--- src/sv/smc_pkg.sv ---
`default_nettype none
package smc_pkg;

    // sample and accumulator widths
    localparam int SMP_W = 16;
    localparam int LR_W  = 43;
    localparam int MS_W  = 45;
    localparam int X_W   = 44;

    // shared multi-cycle multiplier: operand and product widths
    localparam int MUL_W  = 48;
    localparam int MULP_W = 2 * MUL_W;
    localparam int HALF_W = MUL_W / 2;

    // root search unit: word width, divisor operand width, quotient width
    localparam int RW   = 121;
    localparam int RD_W = 88;
    localparam int RQ_W = 32;

    // divider widths
    localparam int DV_W  = 48;
    localparam int DEN_W = 33;

    // width scaling and limits
    localparam logic [15:0] W_MAX = 16'd36045;
    localparam logic [15:0] K072  = 16'd47186;

    // root search start bits
    localparam logic [4:0] TOP_16 = 5'd15;
    localparam logic [4:0] TOP_32 = 5'd31;

    // datapath operations
    typedef enum logic [3:0] {
        DP_NONE,
        DP_SQ_L,
        DP_SQ_R,
        DP_CROSS,
        DP_ACC,
        DP_MUL_D,
        DP_MUL_N,
        DP_ROOT_C,
        DP_ROOT_U,
        DP_ROOT_T,
        DP_ROOT_A,
        DP_ROOT_B,
        DP_DIV,
        DP_WIDTH,
        DP_FINISH
    } dp_op_t;

    // controller states
    typedef enum logic [4:0] {
        ST_IDLE,
        ST_SQ_L,
        ST_SQ_R,
        ST_CROSS,
        ST_ACC,
        ST_MUL_D,
        ST_MUL_D_W,
        ST_MUL_N,
        ST_MUL_N_W,
        ST_ROOT_C,
        ST_ROOT_C_W,
        ST_ROOT_U,
        ST_ROOT_U_W,
        ST_ROOT_T,
        ST_ROOT_T_W,
        ST_ROOT_A,
        ST_ROOT_A_W,
        ST_ROOT_B,
        ST_ROOT_B_W,
        ST_DIV,
        ST_DIV_W,
        ST_WIDTH,
        ST_HOLD
    } ctrl_state_t;

    typedef struct packed {
        dp_op_t op;
        logic   start;
        logic   load;
    } dp_cmd_t;

    typedef struct packed {
        logic unit_done;
        logic last;
        logic out_full;
    } dp_status_t;

endpackage
`default_nettype wire

--- src/sv/smc_ctrl.sv ---
`default_nettype none
module smc_ctrl import smc_pkg::*; (
    input  logic       clk,
    input  logic       rst_n,
    input  logic       in_valid,
    input  dp_status_t status,
    output logic       in_ready,
    output dp_cmd_t    cmd
);

    ctrl_state_t state_reg, state_next;

    always_ff @(posedge clk or negedge rst_n)
    begin
        if (!rst_n)
            state_reg <= ST_IDLE;
        else
            state_reg <= state_next;
    end

    // next state and commands
    always_comb
    begin
        state_next = state_reg;
        in_ready   = 1'b0;
        cmd.op     = DP_NONE;
        cmd.start  = 1'b0;
        cmd.load   = 1'b0;
        unique case (state_reg)
            ST_IDLE:
            begin
                in_ready = 1'b1;
                cmd.load = in_valid;
                if (in_valid)
                    state_next = ST_SQ_L;
            end
            ST_SQ_L:
            begin
                cmd.op     = DP_SQ_L;
                state_next = ST_SQ_R;
            end
            ST_SQ_R:
            begin
                cmd.op     = DP_SQ_R;
                state_next = ST_CROSS;
            end
            ST_CROSS:
            begin
                cmd.op     = DP_CROSS;
                state_next = ST_ACC;
            end
            ST_ACC:
            begin
                cmd.op     = DP_ACC;
                state_next = status.last ? ST_MUL_D : ST_IDLE;
            end
            ST_MUL_D:
            begin
                cmd.op     = DP_MUL_D;
                cmd.start  = 1'b1;
                state_next = ST_MUL_D_W;
            end
            ST_MUL_D_W:
            begin
                cmd.op = DP_MUL_D;
                if (status.unit_done)
                    state_next = ST_MUL_N;
            end
            ST_MUL_N:
            begin
                cmd.op     = DP_MUL_N;
                cmd.start  = 1'b1;
                state_next = ST_MUL_N_W;
            end
            ST_MUL_N_W:
            begin
                cmd.op = DP_MUL_N;
                if (status.unit_done)
                    state_next = ST_ROOT_C;
            end
            ST_ROOT_C:
            begin
                cmd.op     = DP_ROOT_C;
                cmd.start  = 1'b1;
                state_next = ST_ROOT_C_W;
            end
            ST_ROOT_C_W:
            begin
                cmd.op = DP_ROOT_C;
                if (status.unit_done)
                    state_next = ST_ROOT_U;
            end
            ST_ROOT_U:
            begin
                cmd.op     = DP_ROOT_U;
                cmd.start  = 1'b1;
                state_next = ST_ROOT_U_W;
            end
            ST_ROOT_U_W:
            begin
                cmd.op = DP_ROOT_U;
                if (status.unit_done)
                    state_next = ST_ROOT_T;
            end
            ST_ROOT_T:
            begin
                cmd.op     = DP_ROOT_T;
                cmd.start  = 1'b1;
                state_next = ST_ROOT_T_W;
            end
            ST_ROOT_T_W:
            begin
                cmd.op = DP_ROOT_T;
                if (status.unit_done)
                    state_next = ST_ROOT_A;
            end
            ST_ROOT_A:
            begin
                cmd.op     = DP_ROOT_A;
                cmd.start  = 1'b1;
                state_next = ST_ROOT_A_W;
            end
            ST_ROOT_A_W:
            begin
                cmd.op = DP_ROOT_A;
                if (status.unit_done)
                    state_next = ST_ROOT_B;
            end
            ST_ROOT_B:
            begin
                cmd.op     = DP_ROOT_B;
                cmd.start  = 1'b1;
                state_next = ST_ROOT_B_W;
            end
            ST_ROOT_B_W:
            begin
                cmd.op = DP_ROOT_B;
                if (status.unit_done)
                    state_next = ST_DIV;
            end
            ST_DIV:
            begin
                cmd.op     = DP_DIV;
                cmd.start  = 1'b1;
                state_next = ST_DIV_W;
            end
            ST_DIV_W:
            begin
                cmd.op = DP_DIV;
                if (status.unit_done)
                    state_next = ST_WIDTH;
            end
            ST_WIDTH:
            begin
                cmd.op     = DP_WIDTH;
                state_next = ST_HOLD;
            end
            ST_HOLD:
            begin
                if (!status.out_full)
                begin
                    cmd.op     = DP_FINISH;
                    state_next = ST_IDLE;
                end
            end
            default:
                state_next = ST_IDLE;
        endcase
    end

`ifndef ASSERT_OFF
    // an accepted item always starts the product sequence
    a_load_seq: assert property (@(posedge clk) disable iff (!rst_n)
        cmd.load |=> (state_reg == ST_SQ_L))
        else $error("accepted item did not start products");

    // a free output register lets the frame result leave at once
    a_hold_exit: assert property (@(posedge clk) disable iff (!rst_n)
        (state_reg == ST_HOLD && !status.out_full) |=> (state_reg == ST_IDLE))
        else $error("frame result held with free output register");
`endif

endmodule
`default_nettype wire

--- config.mk ---
export PLATFORM = sky130hd
export DESIGN_NAME = smc_ctrl
export DESIGN_NICKNAME = d
export VERILOG_FILES = /design/src/sv/smc_pkg.sv /design/src/sv/smc_ctrl.sv
export SDC_FILE = /design/constraint.sdc
export NUM_CORES = 1
export LEC_CHECK = 0
export BUFFER_PORTS_ARGS = -buffer_cell sky130_fd_sc_hd__buf_2
export CORE_MARGIN = 5
export CORE_UTILIZATION = 40
export DETAILED_ROUTE_END_ITERATION = 6
export HOLD_SLACK_MARGIN = 0.08
export REMOVE_ABC_BUFFERS = 1
export SLEW_MARGIN = 10
export SYNTH_ARGS = -nofsm -noshare
export SYNTH_HDL_FRONTEND = slang
export SYNTH_SLANG_ARGS = --single-unit
--- constraint.sdc ---
create_clock -name clk -period 2 [get_ports clk]
set_input_delay 0 -clock clk [delete_from_list [all_inputs] [get_ports clk]]
set_output_delay 0 -clock clk [all_outputs]
set_load 0.02 [all_outputs]
* Word level (Yosys, flattened, before mapping)
Cells that the tools add are included.
Storage, ports and cells: register bits after elaboration 5, memory bits (writable) 0, latch bits 0, word-level logic and storage cells 61, ROM bits 0, memories 0
Cells by class: multiply operators 0, shifts and indexed selects 0, bitwise gates (word level) 0, equality and inequality tests 32, add/sub/neg operators 0, mux-type cells 17, reduce and logical (&&, ||, !) cells 11, divide/modulo/power cells 0, $lt $le $gt $ge 0
Operator list (count):
- case mux 5 bit (23 select lines) | 1
- case mux 4 bit (14 select lines) | 1
- 2-to-1 mux 5 bit | 10
- == test 5 x 4 -> 1 bit, second input constant | 8
- == test 5 bit, second input constant | 7
- == test 5 x 3 -> 1 bit, second input constant | 4
- inequality test 2 bit, second input constant | 10
- OR reduction 2 bit | 8
- == test 5 x 2 -> 1 bit, second input constant | 2
- AND reduction 10 bit | 1
- OR reduction 8 bit | 1
- == test 5 x 1 -> 1 bit, second input constant | 1
- logical NOT 5 bit | 1
- 2-to-1 mux 4 bit | 1
- 2-to-1 mux 1 bit | 3
- 2-to-1 mux 3 bit | 1

* Longest topological paths before layout
Gate-level depths: netlist of run 1.
word-level depth 3, mapped depth 5, depth with buffers taken out 4

* Worst setup path before layout of run 1
No wires, ideal clock.
path kind register to register, start point register state_reg[4], end point register state_reg[4], stages on the path, launching flop included 6, period minus slack after synthesis 1739 ps, library setup time 125 ps, setup slack 261 ps, arrival time 1614 ps, path buffers 1, cell sequence dfrtp_1 -> buf_6 -> or2_1 -> nor4_4 -> a221oi_4 -> mux2_4
On the way: longest elaborated chain between the ends 3, elaborated cells on any way between the ends 35, those cells by class eq/ne (32); mux (1); reduce/logical (2)
Ends and longest elaborated chain:
- start, declared | RTL line smc_ctrl.sv:11 | ctrl_state_t state_reg, state_next;
- start signal, assigned | RTL line smc_ctrl.sv:18 | state_reg <= state_next;
- == test 5 x 3 -> 1 bit, or another cell as far along | RTL line smc_ctrl.sv:29 | unique case (state_reg)
- inequality test 2 bit (no source line)
- AND reduction 10 bit (no source line)
Parallel ways exist; a longest one is shown, timed or not. A chain may end at the register's enable or synchronous reset.

* Final worst setup path of run 1
start point register state_reg[3], end point register state_reg[4]
The elaborated chain is that of the path after synthesis.

==> reports/summary.txt, run 1 <==
CLOCKING
---------------------------------------------------------------------------------
TritonCTS clock tree                                                         done
Htree depth                                                                     1
Clock buffer depth                                                              2
TritonCTS Buffers                                                               3
Cell chosen for the clock root                                       sky130_fd_sc_hd__clkbuf_4
Worst-Skew Late Latency                                                   0.25 ns
Clk slew on worst S/H paths                                               0.04 ns
Clock net sink count                                                            5
Number of gates resized after cts                                               0
Buffer count from post-CTS setup fixing                                         0
Number of buffers added to fix hold violations after cts                        1

ROUTING
---------------------------------------------------------------------------------
Final Routed Wirelength                                                   1350 µm
Via count normalized by instance count                                       5.38
First-pass iteration count of the detailed router                               4
Final ANT Viol Nets                                                             0
Iteration-0 DRC count of the detailed router                                    8
WL per Instance                                                           13.1 µm
Vias after detailed routing                                                   554
DRC violations left                                                             0

TIMING
---------------------------------------------------------------------------------
Worst slack on hold paths                                               0.0903 ns
Peak Freq                                                                 563 MHz
Slew Limit Headroom                                                         72.3%
Share of the clock period used by the worst path after layout               88.7%
Number of pins exceeding their max-slew limit in the final report               0
Pin slew with the least headroom to its limit                            0.415 ns
Setup total negative slack                                                   0 ns
Final worst clock skew                                                 0.00113 ns
# setup viols final                                                             0
Final min period                                                          1.77 ns
RSZ-0062 raised after global routing                                        false
Min setup slack post-route                                               0.225 ns
Final count of hold timing violations                                           0

SETUP PATH
---------------------------------------------------------------------------------
Category of the worst setup path launch point                                flop
Category of the critical setup timing path                                reg2reg
Data required time of the critical path                                   2.13 ns
Worst Path Max Fanout                                                          12
Crit path capture type                                                       flop
Crit path DAT                                                             1.91 ns

FLOORPLAN
---------------------------------------------------------------------------------
Die span in x                                                             48.4 µm
Chip Height                                                               48.4 µm
Count of pins on the block boundary                                            13
Initial standard-cell utilization of the core                               43.7%
Die ar.                                                                  2340 µm²
Cell Rows                                                                      13
Core footprint                                                           1350 µm²

POWER
---------------------------------------------------------------------------------
Leakage dissipation                                                      0.317 nW
Power per cell area                                                   2120 nW/µm²
Total power                                                               1.50 mW
Worst supply voltage drop on vdd                                         0.755 mV

GLOBAL ROUTE
---------------------------------------------------------------------------------
Total congestion overflow                                                       0
Largest net degree at the start of global routing                              13
Overall track demand over capacity in global routing                        11.8%
Number of global-route vias before repair                                     513
Global-route wire length before repair                                    2250 µm
Initial antenna violation count                                                 0

SYNTHESIS
---------------------------------------------------------------------------------
Cell variety after synth                                                       34
Post-synthesis area per instance                                         8.18 µm²
Top cells by area, synth                                             sky130_fd_sc_hd__dfrtp_1, sky130_fd_sc_hd__mux2_4, sky130_fd_sc_hd__a221oi_4
Sequential fraction of the synthesis area                                   21.2%
Yosys top cell by area                                               sky130_fd_sc_hd__dfrtp_1
Top cells by count, synth                                            sky130_fd_sc_hd__nand2_1, sky130_fd_sc_hd__nor2_1, sky130_fd_sc_hd__dfrtp_1, sky130_fd_sc_hd__o21ai_0
Synth Cell Area                                                           589 µm²
Number of flops mapped to enable cells by yosys                                 0
Cells after synthesis                                                          72
Most common flop cell mapped by yosys                                sky130_fd_sc_hd__dfrtp_1
#FFs+latches synth                                                              5
Async set-or-reset flop fraction in the synthesized netlist                  100%
Portion of synthesized cell area occupied by the leading cell type          21.2%
YS warnings                                                                     0

PLACE
---------------------------------------------------------------------------------
Cells after DPL                                                                98
Buffers added on ports                                                         12
Placed cell areas                                                         672 µm²
Pre-CTS worst setup slack                                                0.241 ns
Final RePlAce weighted congestion                                           0.770
DP HPWL                                                                   1040 µm

CELLS AND AREA
---------------------------------------------------------------------------------
Share of the core filled with cells in the final layout                     52.5%
Sequential Area                                                           125 µm²
Finished Layout Cells                                                         103
Final cell area excluding filler cells                                    708 µm²
Diodes inserted                                                                 0
Total number of nets in the final design                                       95
Layout cells sized above 1                                                  33.0%
Syn-to-layout area delta                                                    20.2%
Footprint of the multi-input gates                                        408 µm²
# fillers                                                                     135
Number of flip-flops under the largest register name                            5

FLOW RUN
---------------------------------------------------------------------------------
Max-cap viol count                                                              0

MIN PATH
---------------------------------------------------------------------------------
Min-delay worst type                                                     in2async

OUTCOME
---------------------------------------------------------------------------------
Status                                                                  completed

[metal layers]
layer | part of all wire, % | vias to the layer above | track usage, % | routed length (µm)
met4 | 0.59 | 0 | 7.37 | 8
met1 | 46 | 251 | 14.6 | 622
met5 | 0 | - | 0 | 0
li1 | - | 286 | - | -
met2 | 48 | 15 | 17.4 | 639
met3 | 5.6 | 2 | 3.67 | 75
[layout by cell type (no fill, tap or decap), types with 4 or more instances in the layout]
cell type,count
sky130_fd_sc_hd__dfrtp_1,5
sky130_fd_sc_hd__inv_1,4
sky130_fd_sc_hd__a21oi_1,4
sky130_fd_sc_hd__buf_2,12
sky130_fd_sc_hd__o21ai_0,5
sky130_fd_sc_hd__buf_4,6
sky130_fd_sc_hd__nor2_1,6
sky130_fd_sc_hd__nand2_1,6
[where the power goes]
group	switching, mW	total, mW	leakage [nW]	internal (mW)
sequential	0.119	0.274	0.0620	0.155
clock	0.0445	0.120	0.0150	0.0756
combinational	0.601	1.11	0.240	0.507
[worst paths after layout]
check / cells past startpoint / endpoint / slack (ns) / start
hold / removal: 2 / state_reg[0] / 0.09 / rst_n
min in group clk: 3 / state_reg[0] / 0.16 / status[1]
setup reg to reg: 4 / state_reg[4] / 0.23 / state_reg[3]
hold reg to reg: 1 / state_reg[0] / 0.65 / state_reg[0]
max in group asynchronous: 2 / state_reg[1] / 1.78 / rst_n
setup / recovery: 4 / state_reg[4] / 0.23 / state_reg[3]
[kinds of logic after synthesis]
| family | after synthesis | share of synthesized area [%] |
|---|---|---|
| mux | 3 | 7.64 |
| xor+xnor | 2 | 2.97 |
| compound gates | 19 | 25.1 |
| buf+inv | 11 | 9.55 |
| simple gates | 32 | 33.5 |
| flops | 5 | 21.2 |
[worst max-delay path, cell delays in order (launching register included)]
cell and delay [ns]:
sky130_fd_sc_hd__dfrtp_1 0.59, sky130_fd_sc_hd__or2_1 0.27, sky130_fd_sc_hd__nor4_4 0.07, sky130_fd_sc_hd__a221oi_4 0.40
sky130_fd_sc_hd__mux2_4 0.33
[cell type report]
cell class              count  area share, %
multi-input cells          56           57.6
flip-flops and latches      5           17.7
repair buffers             19           16.3
clock buffers               4           3.71
well taps                  15           2.65
inverters                   4           2.12
Power figures use the tool's default switching activity.
==> inputs of run 2 (changes only) <==
Settings changed: CTS_BUF_LIST set to sky130_fd_sc_hd__clkbuf_2 sky130_fd_sc_hd__clkbuf_4 sky130_fd_sc_hd__clkbuf_8.
==> run 2 against run 1 <==
Sequential power is essentially flat. Total power increased by 0.81%. Sequential share of layout area is 0.093 points lower. Die area stayed put. Count of clock-buffer cells in the layout is the same. Register-to-register slack barely moved. Critical path type unchanged. Critical endpoint unchanged.
==> reports/summary.txt, run 2 (synthesis gave the netlist of run 1 again) <==
CLOCKING
--------------------------------------------------------------------------------
TritonCTS clock tree                                                        done
Buffer count from post-CTS setup fixing                                        0
Number of gates resized after cts                                              0
Clk slew on worst S/H paths                                              0.04 ns
Worst-Skew Late Latency                                                  0.25 ns
Clock net sink count                                                           5
Clock buffer depth                                                             2
Cell chosen for the clock root                                      sky130_fd_sc_hd__clkbuf_4
TritonCTS Buffers                                                              3
Number of buffers added to fix hold violations after cts                       1
Htree depth                                                                    1

ROUTING
--------------------------------------------------------------------------------
Vias after detailed routing                                                  555
WL per Instance                                                          12.9 µm
Via count normalized by instance count                                      5.39
Final Routed Wirelength                                                  1330 µm
DRC violations left                                                            0
Iteration-0 DRC count of the detailed router                                   7
First-pass iteration count of the detailed router                              4
Final ANT Viol Nets                                                            0

GLOBAL ROUTE
--------------------------------------------------------------------------------
Total congestion overflow                                                      0
Overall track demand over capacity in global routing                       11.7%
Initial antenna violation count                                                0
Largest net degree at the start of global routing                             13
Number of global-route vias before repair                                    508
Global-route wire length before repair                                   2240 µm

CELLS AND AREA
--------------------------------------------------------------------------------
Layout cells sized above 1                                                 34.1%
# fillers                                                                    134
Total number of nets in the final design                                      95
Diodes inserted                                                                0
Commonest non-fill, non-tap cell in the layout                      sky130_fd_sc_hd__buf_2
Number of flip-flops under the largest register name                           5
Syn-to-layout area delta                                                   20.8%
Commonest cells after routing, fill and taps aside                  sky130_fd_sc_hd__buf_2, sky130_fd_sc_hd__nand2_1, sky130_fd_sc_hd__nor2_1, sky130_fd_sc_hd__buf_4

POWER
--------------------------------------------------------------------------------
Leakage dissipation                                                     0.321 nW
Total power                                                              1.51 mW
Worst supply voltage drop on vdd                                        0.759 mV
Power per cell area                                                  2130 nW/µm²

SETUP PATH
--------------------------------------------------------------------------------
Worst path cell trace                                               or2_1, nor4_4, a221oi_4, mux2_4
CP top delay family                                                   flip-flops
Category of the worst setup path launch point                               flop
Category of the critical setup timing path                               reg2reg
Crit path DAT                                                            1.90 ns
Total buffers and inverters traversed by the critical path                     0
Worst Path Max Fanout                                                         12
Data required time of the critical path                                  2.13 ns
Crit path capture type                                                      flop
Crit path largest cell delay                                             0.59 ns
Slowest library cell on the worst path                              sky130_fd_sc_hd__dfrtp_1

OUTCOME
--------------------------------------------------------------------------------
Status                                                                 completed

TIMING
--------------------------------------------------------------------------------
Slew Limit Headroom                                                        72.2%
Share of the clock period used by the worst path after layout              88.7%
Peak Freq                                                                564 MHz
Number of pins exceeding their max-slew limit in the final report              0
Setup total negative slack                                                  0 ns
Pin slew with the least headroom to its limit                           0.418 ns
# setup viols final                                                            0
RSZ-0062 raised after global routing                                       false
Final worst clock skew                                                0.00126 ns
Final min period                                                         1.77 ns
Final count of hold timing violations                                          0

FLOORPLAN
--------------------------------------------------------------------------------
Die ar.                                                                 2340 µm²
Core footprint                                                          1350 µm²
Initial standard-cell utilization of the core                              43.7%
Chip Height                                                              48.4 µm
Die span in x                                                            48.4 µm
Count of pins on the block boundary                                           13
Cell Rows                                                                     13

FLOW RUN
--------------------------------------------------------------------------------
Max-cap viol count                                                             0

PLACE
--------------------------------------------------------------------------------
Final RePlAce weighted congestion                                          0.770
Buffers added on ports                                                        12
DP HPWL                                                                  1040 µm

MIN PATH
--------------------------------------------------------------------------------
Min-delay worst type                                                    in2async

run 2: through the flow:
stage	utilization (%)	setup slack, ns	cells	hold slack [ns]	cell area (µm²)
floorplan	-	0.189	65	-0.296	548
global placement	49.8	0.275	98	-0.181	672
detailed placement	49.8	0.241	98	-0.182	672
CTS	52.7	0.232	103	0.0889	712
global route	52.7	0.142	103	0.101	712
finish	52.7	0.226	103	0.0915	712
run 2: final cells by class:
cell class / count / area, µm² / area share [%]
well taps: 15 / 18.8 / 2.64
multi-input cells: 56 / 408 / 57.3
inverters: 4 / 15.0 / 2.11
flip-flops and latches: 5 / 125 / 17.6
clock buffers: 4 / 30.0 / 4.22
repair buffers: 19 / 115 / 16.2
run 2: final timing paths:
check	from	end	slack, ns	depth (start not counted)
hold reg to reg	state_reg[0]	state_reg[0]	0.64	1
setup / recovery	state_reg[3]	state_reg[4]	0.23	4
max in group asynchronous	rst_n	state_reg[3]	1.78	2
min in group clk	status[1]	state_reg[0]	0.16	3
setup reg to reg	state_reg[3]	state_reg[4]	0.23	4
hold / removal	rst_n	state_reg[2]	0.09	2
run 2: power breakdown:
part           internal, mW  total (mW)  switching (mW)  leakage [nW]
clock                0.0891       0.132          0.0431        0.0184
combinational         0.507        1.11           0.601         0.240
sequential            0.155       0.274           0.119        0.0620
total                 0.751        1.51           0.764         0.321
run 2: routing by layer:
layer	vias to the layer above	track usage (%)	wire (µm)
li1	286	-	-
met1	252	14.6	625
met2	15	17.2	618
met3	2	3.67	75
met4	0	7.37	8
met5	-	0	0
==> inputs of run 3 (changes only) <==
Settings changed: BUFFER_PORTS_ARGS -buffer_cell sky130_fd_sc_hd__buf_2 to not set, DONT_BUFFER_PORTS set to 1.
==> run 3 against run 2 <==
Total power shrank 1.6%. First-iteration DRC count grew 100%. Fmax shrank 1.6%. Non-clock buffer count shrank 8. Critical path depth is the same. Critical endpoint is now state_reg[2]. Largest cell class unchanged.
==> reports/summary.txt, run 3 (synthesis gave the netlist of run 1 again) <==
GLOBAL ROUTE
--------------------------------------------------------------------------------
Global-route wire length before repair                                   2520 µm
Initial antenna violation count                                                0
Met2 Usage GRT                                                             20.7%
Number of global-route vias before repair                                    527
Fraction of met1 tracks used by global routing                             16.8%
Largest net degree at the start of global routing                             13
Met3 Track Usage GR                                                        2.45%
Global-route layer with the greatest usage                                  met2
Overall track demand over capacity in global routing                       13.2%
Total congestion overflow                                                      0

FLOW RUN
--------------------------------------------------------------------------------
Max-cap viol count                                                             0

CLOCKING
--------------------------------------------------------------------------------
Htree depth                                                                    1
Clock buffer depth                                                             2
Clock net sink count                                                           5
Clk slew on worst S/H paths                                              0.05 ns
TritonCTS clock tree                                                        done
TritonCTS Buffers                                                              3
Worst-Skew Late Latency                                                  0.25 ns
Number of gates resized after cts                                              0
Cell chosen for the clock root                                      sky130_fd_sc_hd__clkbuf_4

TIMING
--------------------------------------------------------------------------------
Final worst clock skew                                                0.00545 ns
Pin slew with the least headroom to its limit                           0.450 ns
Peak Freq                                                                554 MHz
RSZ-0062 raised after global routing                                       false
# setup viols final                                                            0
Final count of hold timing violations                                          0
Number of pins exceeding their max-slew limit in the final report              0
Share of the clock period used by the worst path after layout              90.2%
Setup total negative slack                                                  0 ns
Final min period                                                         1.80 ns
Slew Limit Headroom                                                        70.0%

CELLS AND AREA
--------------------------------------------------------------------------------
Layout cells sized above 1                                                 25.0%
Diodes inserted                                                                0
Finished Layout Cells                                                         95
Total number of nets in the final design                                      87
Final cell area excluding filler cells                                   687 µm²
Share of the core filled with cells in the final layout                    50.9%
Commonest non-fill, non-tap cell in the layout                      sky130_fd_sc_hd__buf_4
Number of flip-flops under the largest register name                           5
Syn-to-layout area delta                                                   16.6%
Commonest cells after routing, fill and taps aside                  sky130_fd_sc_hd__buf_4, sky130_fd_sc_hd__nand2_1, sky130_fd_sc_hd__nor2_1

ROUTING
--------------------------------------------------------------------------------
DRC violations left                                                            0
Final ANT Viol Nets                                                            0
Final Routed Wirelength                                                  1460 µm
First-pass iteration count of the detailed router                              4
WL per Instance                                                          15.3 µm
Vias after detailed routing                                                  540
Iteration-0 DRC count of the detailed router                                  14
Via count normalized by instance count                                      5.68

SETUP PATH
--------------------------------------------------------------------------------
Register-to-register path setup slack                                    0.20 ns
Data required time of the critical path                                  2.13 ns
Category of the worst setup path launch point                               flop
Worst R2R End                                                       state_reg[2]
Path depth of the worst reg2reg path                                           4
Crit path capture type                                                      flop
Category of the critical setup timing path                               reg2reg
Crit path largest cell delay                                             0.57 ns
Crit path DAT                                                            1.93 ns
Critical R2R Launch                                                 state_reg[3]
Slowest library cell on the worst path                              sky130_fd_sc_hd__dfrtp_1
Worst path cell trace                                               or2_1, nor4_4, a221oi_4, mux2_4
Worst Path Max Fanout                                                         12

PLACE
--------------------------------------------------------------------------------
Placed cell areas                                                        627 µm²
Buffers added on ports                                                         0
Final RePlAce weighted congestion                                          0.813
Cells after DPL                                                               88
DP HPWL                                                                  1100 µm

FLOORPLAN
--------------------------------------------------------------------------------
Count of pins on the block boundary                                           13
Cell Rows                                                                     13
Chip Height                                                              48.4 µm
Initial standard-cell utilization of the core                              43.7%
Core footprint                                                          1350 µm²
Die span in x                                                            48.4 µm
Die ar.                                                                 2340 µm²

OUTCOME
--------------------------------------------------------------------------------
Status                                                                 completed

MIN PATH
--------------------------------------------------------------------------------
Number of cells traversed by the worst hold path                               3
Origin of the worst min-delay path                                      in_valid
Min-delay worst type                                                      in2reg
Worst-case hold path end point                                      state_reg[0]

POWER
--------------------------------------------------------------------------------
Power per cell area                                                  2170 nW/µm²
Total power                                                              1.49 mW
Leakage dissipation                                                     0.287 nW
Worst supply voltage drop on vdd                                        0.757 mV

## run 3: changes by cell type in the layout (fill, tap and decap cells not counted)
cell,change
sky130_fd_sc_hd__buf_2,-12
sky130_fd_sc_hd__buf_4,+2
sky130_fd_sc_hd__dlygate4sd3_1,+2
## run 3: where the power goes
part           leakage, nW  internal (mW)  switching (mW)  total [mW]
combinational        0.207          0.480           0.574        1.05
clock               0.0184         0.0895          0.0493       0.139
sequential          0.0620          0.154           0.143       0.297
## run 3: critical path: cells and delay by family, from the launching register on
kind,cells,cell delay [ns]
AOI/OAI and AO/OA,1,0.42
muxes,1,0.33
DFF,1,0.57
and+or+nand+nor,2,0.36
## run 3: cell type report
cell class / count / area, µm²
multi-input cells: 56 / 408
inverters: 4 / 15.0
fillers: 133 / 663
clock buffers: 4 / 30.0
repair buffers: 11 / 90.1
well taps: 15 / 18.8
flip-flops and latches: 5 / 125
## run 3: worst max path at each step
stage          cells after the start            to         start
2_1_floorplan                      4  state_reg[4]  state_reg[4]
3_3_place_gp                       4  state_reg[2]  state_reg[3]
3_5_place_dp                       4  state_reg[4]  state_reg[3]
4_1_cts                            4        cmd[0]  state_reg[3]
5_1_grt                            4        cmd[0]  state_reg[3]
6_report                           4  state_reg[2]  state_reg[3]
## run 3: layer usage
layer,wire [µm],share of wire (%),vias to the layer above
met4,26,1.8,0
li1,-,-,273
met2,698,48,16
met3,56,3.8,4
met5,0,0,-
met1,675,46,247
## run 3: per-stage QoR
stage | worst slack [ns] | hold WS (ns)
after floorplan | 0.189 | -0.296
after global placement | 0.278 | -0.295
after detailed placement | 0.213 | -0.295
after CTS | 0.181 | 0.125
after global routing | 0.0928 | 0.139
final | 0.196 | 0.130
## run 3: what timing repair did
item / CTS / global route
buffers inserted: 0 / 0
hold buffers: 3 / 0
endpoints found under the hold margin: 6 / 0
